**config.mk**
```make
export PLATFORM = sky130hd
export DESIGN_NAME = bfmc_front
export DESIGN_NICKNAME = d
export VERILOG_FILES = /design/src/bfmc_pkg.sv /design/src/bfmc_front.sv
export SDC_FILE = /design/constraint.sdc
export NUM_CORES = 1
export LEC_CHECK = 0
export BUFFER_PORTS_ARGS = -buffer_cell sky130_fd_sc_hd__buf_2
export CORE_MARGIN = 1.5
export CORE_UTILIZATION = 43
export CTS_CLUSTER_DIAMETER = 150
export CTS_CLUSTER_SIZE = 10
export DETAILED_ROUTE_END_ITERATION = 6
export HOLD_SLACK_MARGIN = 0.05
export MAX_ROUTING_LAYER = met4
export PLACE_DENSITY = 0.71
export SETUP_SLACK_MARGIN = 0.1
export SLEW_MARGIN = 40
export SYNTH_ARGS = -nofsm -noshare
export SYNTH_HDL_FRONTEND = slang
export SYNTH_SLANG_ARGS = --single-unit
```
**constraint.sdc**
```tcl
create_clock -name clk -period 4.7 [get_ports clk]
set_input_delay 1.175 -clock clk [delete_from_list [all_inputs] [get_ports clk]]
set_output_delay 1.175 -clock clk [all_outputs]
set_load 0.02 [all_outputs]
```
**src/bfmc_pkg.sv**
```systemverilog
// Shared types and constants of the box filter mip chain.
`timescale 1ns / 1ps
package bfmc_pkg;

	localparam int CH_W   = 16;
	localparam int SUM_W  = 17;
	localparam int CFG_W  = 11;
	localparam int LG_W   = 4;
	localparam int LVL_W  = 4;
	localparam int POS_W  = 8;
	localparam int ADDR_W = 3;
	localparam int DATA_W = 32;

	localparam logic [CFG_W-1:0] CFG_RESET = 11'd512;
	localparam logic REG_WIDTH  = 1'b0;
	localparam logic REG_HEIGHT = 1'b1;

	typedef struct packed {
		logic [CH_W-1:0] red_in;
		logic [CH_W-1:0] green_in;
		logic [CH_W-1:0] blue_in;
		logic [CH_W-1:0] alpha_in;
	} pixel_t;

	typedef struct packed {
		logic [LVL_W-1:0] level;
		logic [POS_W-1:0] pos_x;
		logic [POS_W-1:0] pos_y;
		logic [CH_W-1:0]  red_out;
		logic [CH_W-1:0]  green_out;
		logic [CH_W-1:0]  blue_out;
		logic [CH_W-1:0]  alpha_out;
		logic             last_of_run;
	} result_t;

	typedef logic [3:0][CH_W-1:0]  chan4_t;
	typedef logic [3:0][SUM_W-1:0] sum4_t;

endpackage

```
**src/bfmc_front.sv**
```systemverilog
// Input acceptance, filtering of disabled images and the request queue.
`timescale 1ns / 1ps
module bfmc_front import bfmc_pkg::*; (
	input  logic   clk,
	input  logic   arst_n,
	input  logic   enable,
	input  logic   restart,
	input  logic   in_valid,
	output logic   in_stall,
	input  pixel_t pixel,
	output logic   q_valid,
	output pixel_t q_data,
	input  logic   q_pop
);
	pixel_t     buf_q [2];
	logic       wptr_q;
	logic       rptr_q;
	logic [1:0] count_q;
	logic       push;

	assign in_stall = (count_q == 2'd2);
	assign push     = in_valid && !in_stall && enable;
	assign q_valid  = (count_q != 2'd0);
	assign q_data   = buf_q[rptr_q];

	always_ff @(posedge clk) begin
		if (push) begin
			buf_q[wptr_q] <= pixel;
		end
	end

	always_ff @(posedge clk or negedge arst_n) begin
		if (!arst_n) begin
			wptr_q  <= 1'b0;
			rptr_q  <= 1'b0;
			count_q <= 2'd0;
		end else if (restart) begin
			wptr_q  <= 1'b0;
			rptr_q  <= 1'b0;
			count_q <= 2'd0;
		end else begin
			if (push) begin
				wptr_q <= ~wptr_q;
			end
			if (q_pop) begin
				rptr_q <= ~rptr_q;
			end
			count_q <= count_q + 2'(push) - 2'(q_pop);
		end
	end
endmodule

```
==> reports/results.tsv, run 1 <==
stage	metric	value	unit
outcome	status	finished, final reports clean	
pwr	Leakage	0.00260	µW
clocking	Post-CTS Hold Buffers	0	
yosys	synthesis-stage register bit count	132	
final_layout	Final Util	0.575	
setup_path	CP Data Arrival Time	1.77	ns
die	row count	39	
sta	clock skew	0.00537	ns
sta	Max Clk Rate	340	MHz
clocking	Post-CTS Setup Inserts	0	
global_route	number of global-route vias before repair	2560	
sta	Setup WS post-layout	1.76	ns
yosys	synthesized area	5070	µm²
sta	Slew Limit Fails	0	
clocking	H-tree level count	4	
die	starting density of the core	0.442	
setup_path	crit path capture type	output port	
die	chip width	112	µm
die	Die H	112	µm
global_route	first-pass GRT wire length	12600	µm
final_layout	area added between synthesis and finish	30.0	%
sta	final hold viol count	0	
clocking	number of buffers created by CTS	17	
clocking	TritonCTS clock tree	built	
clocking	# resized after CTS	0	
sta	Finish-stage setup viols	0	
die	Die ar.	12400	µm²
clocking	Clock Tree Buf Depth	2	
clocking	Root Buffer	clkbuf_16	
sta	final setup TNS	0	ns
placement	worst slack, placed	2.07	ns
clocking	clock sink total	132	
final_layout	commonest non-fill, non-tap cell in the layout	buf_2	
sta	period utilisation layout	0.627	
setup_path	R2R Path End	buf_q[0][51]$_DFFE_PP_	
detailed_routing	WL final	8020	µm
yosys	leading area contributor after synthesis	edfxtp_1	
final_layout	register area	3950	µm²
final_layout	commonest non-fill, non-tap cells in the layout	buf_2 (135), edfxtp_1 (128), mux2_4 (51)	
clocking	clock transition at the registers of the reported paths	0.05	ns
setup_path	Worst Path Required	3.52	ns
sta	Slew @ Worst Pin	0.616	ns
placement	detailed placement HPWL	5210	µm
yosys	Avg Cell Area, Syn	22.9	µm²
yosys	Post-Syn Nets	293	
placement	Port Buffers	135	
global_route	initial antenna violation count	0	
setup_path	Reg2Reg Depth	4	
yosys	Yosys cell types	15	
final_layout	fill cell count	862	
global_route	total global routing overflow	0	
detailed_routing	DRC violation count after routing	0	
final_layout	share of cells above drive strength 1	0.611	
yosys	Syn Inst Count	221	
final_layout	# diodes	0	
setup_path	R2R setup slack	2.88	ns
detailed_routing	drt pass-1 iters	4	
pwr	VDD IR max	0.262	mV
global_route	Total GRT Usage	0.140	
sta	Rel. slew slack	0.589	
die	Core Area	11500	µm²
setup_path	RR Startpoint	count_q[1]$_DFF_PN0_	
worst_hold_path	Min-Delay Path Class	primary input to async pin	
yosys	sequential share of the synthesized area	0.778	
detailed_routing	Via-to-Cell Ratio	4.74	
detailed_routing	detailed router's first-iteration violation count	75	
placement	Final GP Congestion	0.700	
final_layout	final net count	445	
global_route	largest net degree at the start of global routing	65	
setup_path	Crit Path Max Fanout	30	
final_layout	area of the multi-input gates	1060	µm²
yosys	share of Yosys cell area claimed by the top area cell type	0.759	
setup_path	Critical Path Start Type	register	
sta	RSZ-0062 raised after global routing	no	
clocking	Worst-Skew Late Latency	0.41	ns
die	io pins	136	
yosys	Area contributors post-synth	edfxtp_1 (76%), mux2_4 (15%), mux2_2 (3.1%)	
flow_run	Maximum Capacitance Violations	0	
pwr	PwrDens	480	nW/µm²
detailed_routing	post-route ant nets	0	
setup_path	Setup CP Type	register to output port	
detailed_routing	vias	2507	
yosys	Ys Warns	0	
detailed_routing	routed len/inst	15.2	µm
sta	Tmin final	2.94	ns
## power by group
group / switching [µW] / internal (µW)
registers: 24.2 / 1370
logic: 206 / 183
clock network: 446 / 931
total: 676 / 2480
## synthesized netlist by cell type
| library cell | count |
|---|---|
| nand3b_4 | 1 |
| xor2_1 | 1 |
| mux2_2 | 14 |
| edfxtp_1 | 128 |
| xnor2_1 | 2 |
| buf_2 | 1 |
| mux2_4 | 51 |
| buf_6 | 6 |
| nor2b_4 | 1 |
| or2_2 | 1 |
| dfrtp_1 | 4 |
| ha_1 | 2 |
| inv_1 | 2 |
| nor2_1 | 6 |
| nor2b_1 | 1 |
## critical path, stage by stage (launching register included)
cell and delay (ns):
dfrtp_4 0.57, buf_12 0.28, mux2_4 0.33, buf_2 0.16
## layer usage
metal / up-vias / GRT usage / part of all wire
met5: - / - / 0
met1: 1207 / 0.157 / 0.41
met2: 105 / 0.216 / 0.50
li1: 1176 / - / -
met4: 0 / 0.0819 / 0.028
met3: 19 / 0.0512 / 0.065
## worst max path at each step
stage          cells past startpoint                     end          startpoint
6_report                           3              q_data[43]  rptr_q$_DFFE_PN0P_
4_1_cts                            3              q_data[43]  rptr_q$_DFFE_PN0P_
5_1_grt                            3              q_data[43]  rptr_q$_DFFE_PN0P_
3_3_place_gp                       2               q_data[2]  rptr_q$_DFFE_PN0P_
2_1_floorplan                      2   buf_q[0][0]$_DFFE_PP_            in_valid
3_5_place_dp                       4  buf_q[1][26]$_DFFE_PP_            in_valid
## state kept, by name (all words and copies together) (netlist names)
register  cells
rptr_q        1
count_q       2
wptr_q        1
buf_q       128
## through the flow
stage / instances / power, µW / hold slack, ns / area, µm²
finish: 529 / 3160 / 0.563 / 6590
global route: 529 / 3280 / 0.545 / 6590
floorplan: 221 / 1680 / 0.612 / 5070
global placement: 494 / 1790 / 0.641 / 5900
detailed placement: 497 / 1810 / 0.667 / 5960
CTS: 529 / 3200 / 0.543 / 6590
## area by class of cell
cell class              instances  area share
flip-flops and latches        132       0.599
multi-input cells              80       0.161
repair buffers                140       0.118
clock buffers                  20      0.0663
clock inverters                12      0.0281
well taps                     143      0.0272
inverters                       2     0.00114
## cells by family after synthesis
family                     Yosys count  share of synthesized area
adders and majority gates            2                    0.00494
xor gates and xnor gates             3                    0.00519
buffers and inverters                9                     0.0158
muxes                               65                      0.182
and+or+nand+nor                     10                     0.0136
DFF                                132                      0.778
No activity file was read; power rests on OpenSTA's default activity.
==> run 2, diff against run 1 <==
- PLACE_DENSITY: 0.71 -> 0.74
- clock period: 4.7 -> 2.5 ns (I/O delays scaled with it)
==> reports/results.tsv, run 2 (same netlist as run 1, synthesis figures left out) <==
stage	metric	value	unit	change
setup_path	Reg2Reg Depth	4		unchanged
die	Die H	112	µm	unchanged
worst_hold_path	Min-Delay Path Class	primary input to register		was primary input to async pin
detailed_routing	detailed router's first-iteration violation count	96		was 75
sta	Rel. slew slack	0.661		was 0.589
pwr	clock network power share	0.419		was 0.436
clocking	TritonCTS clock tree	built		unchanged
clocking	# resized after CTS	0		unchanged
pwr	Psw	1310	µW	was 676 µW
clocking	clock sink total	132		unchanged
clocking	Clock Tree Buf Depth	2		unchanged
pwr	switching share of total power	0.226		was 0.214
detailed_routing	WL final	8240	µm	was 8020 µm
die	Die ar.	12400	µm²	unchanged
sta	RSZ-0062 raised after global routing	no		unchanged
clocking	clock transition at the registers of the reported paths	0.06	ns	was 0.05 ns
sta	Finish-stage setup viols	0		unchanged
sta	Tmin final	2.30	ns	
detailed_routing	vias	2527		was 2,507
clocking	number of buffers created by CTS	17		unchanged
worst_hold_path	hold wc startpoint	pixel[22]		
setup_path	R2R Path End	buf_q[0][30]$_DFFE_PP_		was buf_q[0][51]$_DFFE_PP_
global_route	largest net degree at the start of global routing	38		was 65
global_route	initial antenna violation count	0		unchanged
die	Core Area	11500	µm²	unchanged
placement	worst slack, placed	0.380	ns	was 2.07 ns
final_layout	Final Non-Filler Cells	536		was 529
die	row count	39		unchanged
detailed_routing	Via-to-Cell Ratio	4.71		was 4.74
final_layout	Largest register FFs	128		unchanged
pwr	Leakage	0.00263	µW	was 0.00260 µW
sta	period utilisation layout	0.918		
final_layout	commonest non-fill, non-tap cells in the layout	buf_2 (135), edfxtp_1 (128), mux2_4 (51)		unchanged
sta	Slew @ Worst Pin	0.507	ns	was 0.616 ns
final_layout	# diodes	0		unchanged
flow_run	Maximum Capacitance Violations	0		unchanged
sta	Max Clk Rate	436	MHz	
final_layout	Final Util	0.577		was 0.575
outcome	status	finished, final reports clean		unchanged
pwr	Reg power frac	0.452		was 0.441
final_layout	commonest non-fill, non-tap cell in the layout	buf_2		unchanged
setup_path	Setup CP Type	register to output port		unchanged
final_layout	Top reg by flops	buf_q		unchanged
global_route	total global routing overflow	0		unchanged
setup_path	crit path capture type	output port		unchanged
setup_path	Worst Path Required	1.88	ns	was 3.52 ns
clocking	H-tree level count	4		unchanged
sta	final hold viol count	0		unchanged
global_route	number of global-route vias before repair	2641		was 2,560
final_layout	fill cell count	878		was 862
sta	clock skew	0.00519	ns	was 0.00537 ns
worst_hold_path	Worst Hold Path Cells	1		
final_layout	final net count	453		was 445
setup_path	CP Data Arrival Time	1.67	ns	was 1.77 ns
final_layout	top flop regs	buf_q x128, count_q x2		unchanged
detailed_routing	routed len/inst	15.4	µm	was 15.2 µm
clocking	Worst-Skew Late Latency	0.41	ns	about the same
clocking	Root Buffer	clkbuf_16		unchanged
detailed_routing	drt pass-1 iters	4		unchanged
die	io pins	136		unchanged
pwr	Pint	4480	µW	was 2480 µW
global_route	Total GRT Usage	0.143		was 0.140
pwr	Logic pwr share	0.130		was 0.123
worst_hold_path	Hold Path Sink	buf_q[1][22]$_DFFE_PP_		
sta	worst hold slack	0.405	ns	was 0.563 ns
setup_path	RR Startpoint	count_q[1]$_DFF_PN0_		unchanged
setup_path	Critical Path Start Type	register		unchanged
die	chip width	112	µm	unchanged
placement	dpl cells	500		was 497
pwr	VDD IR max	0.536	mV	was 0.262 mV
setup_path	Crit Path Max Fanout	13		was 30
placement	detailed placement HPWL	5500	µm	was 5210 µm
detailed_routing	post-route ant nets	0		unchanged
placement	Port Buffers	135		unchanged
final_layout	area added between synthesis and finish	30.5	%	was 30.0%
die	starting density of the core	0.442		unchanged
detailed_routing	DRC violation count after routing	0		unchanged
setup_path	R2R setup slack	0.76	ns	was 2.88 ns
sta	Setup WS post-layout	0.204	ns	was 1.76 ns
pwr	PwrDens	876	nW/µm²	was 480 nW/µm²
placement	Final GP Congestion	0.706		was 0.700
sta	Slew Limit Fails	0		unchanged
final_layout	share of cells above drive strength 1	0.626		was 0.611
global_route	first-pass GRT wire length	12800	µm	was 12,600 µm
==> run 2: through the flow <==
| stage | setup TNS (ns) | total power, µW | cell area [µm²] |
|---|---|---|---|
| finish | 0 | 5790 | 6610 |
| detailed placement | 0 | 3410 | 5980 |
| floorplan | -40.60 | 3160 | 5070 |
| global placement | 0 | 3390 | 5980 |
| CTS | 0 | 5860 | 6590 |
| global route | 0 | 6010 | 6610 |
==> run 2: timing repair <==
action,CTS,global route
buffers inserted,1,3
endpoints found under the hold margin,4,0
setup endpoints to repair,42,3
hold buffers,1,0
==> run 2: layer usage <==
| metal | vias up | wire, µm | share of wire | global-route usage |
|---|---|---|---|---|
| met1 | 1229 | 3390 | 0.41 | 0.161 |
| met2 | 89 | 4190 | 0.51 | 0.229 |
| li1 | 1191 | - | - | - |
| met5 | - | 0 | 0 | - |
| met3 | 18 | 494 | 0.060 | 0.0452 |
| met4 | 0 | 172 | 0.021 | 0.0734 |
==> run 2: cell type report <==
cell class                 instances  area (µm²)  share of cell area
tap                              143         179              0.0271
timing repair buffer             148         833               0.126
clock inverter                    14         161              0.0244
multi-input combinational         80        1060               0.160
sequential                       132        3950               0.597
clock buffer                      17         425              0.0643
inverter                           2        7.51             0.00114
==> run 2: worst max path at each step <==
stage,start,endpoint,slack [ns],cells after the start
after floorplan,in_valid,buf_q[0][0]$_DFFE_PP_,-0.32,2
final,rptr_q$_DFFE_PN0P_,q_data[60],0.20,3
after CTS,rptr_q$_DFFE_PN0P_,q_data[60],0.11,3
after global routing,rptr_q$_DFFE_PN0P_,q_data[60],0.14,3
after detailed placement,rptr_q$_DFFE_PN0P_,q_data[63],0.38,3
after global placement,rptr_q$_DFFE_PN0P_,q_data[63],0.39,3
==> run 2: critical path, cell delays in order (launching register included) <==
cell and delay (ns):
dfrtp_4 0.54, buf_8 0.22, mux2_2 0.34, buf_2 0.16
==> run 2: power by group through the flow <==
stage / Clock [µW] / Sequential, µW / Combinational, µW
floorplan: 0 / 2650 / 511
finish: 2420 / 2620 / 752
global placement: 0 / 2670 / 723
detailed placement: 0 / 2680 / 736
global route: 2580 / 2630 / 804
CTS: 2490 / 2620 / 756
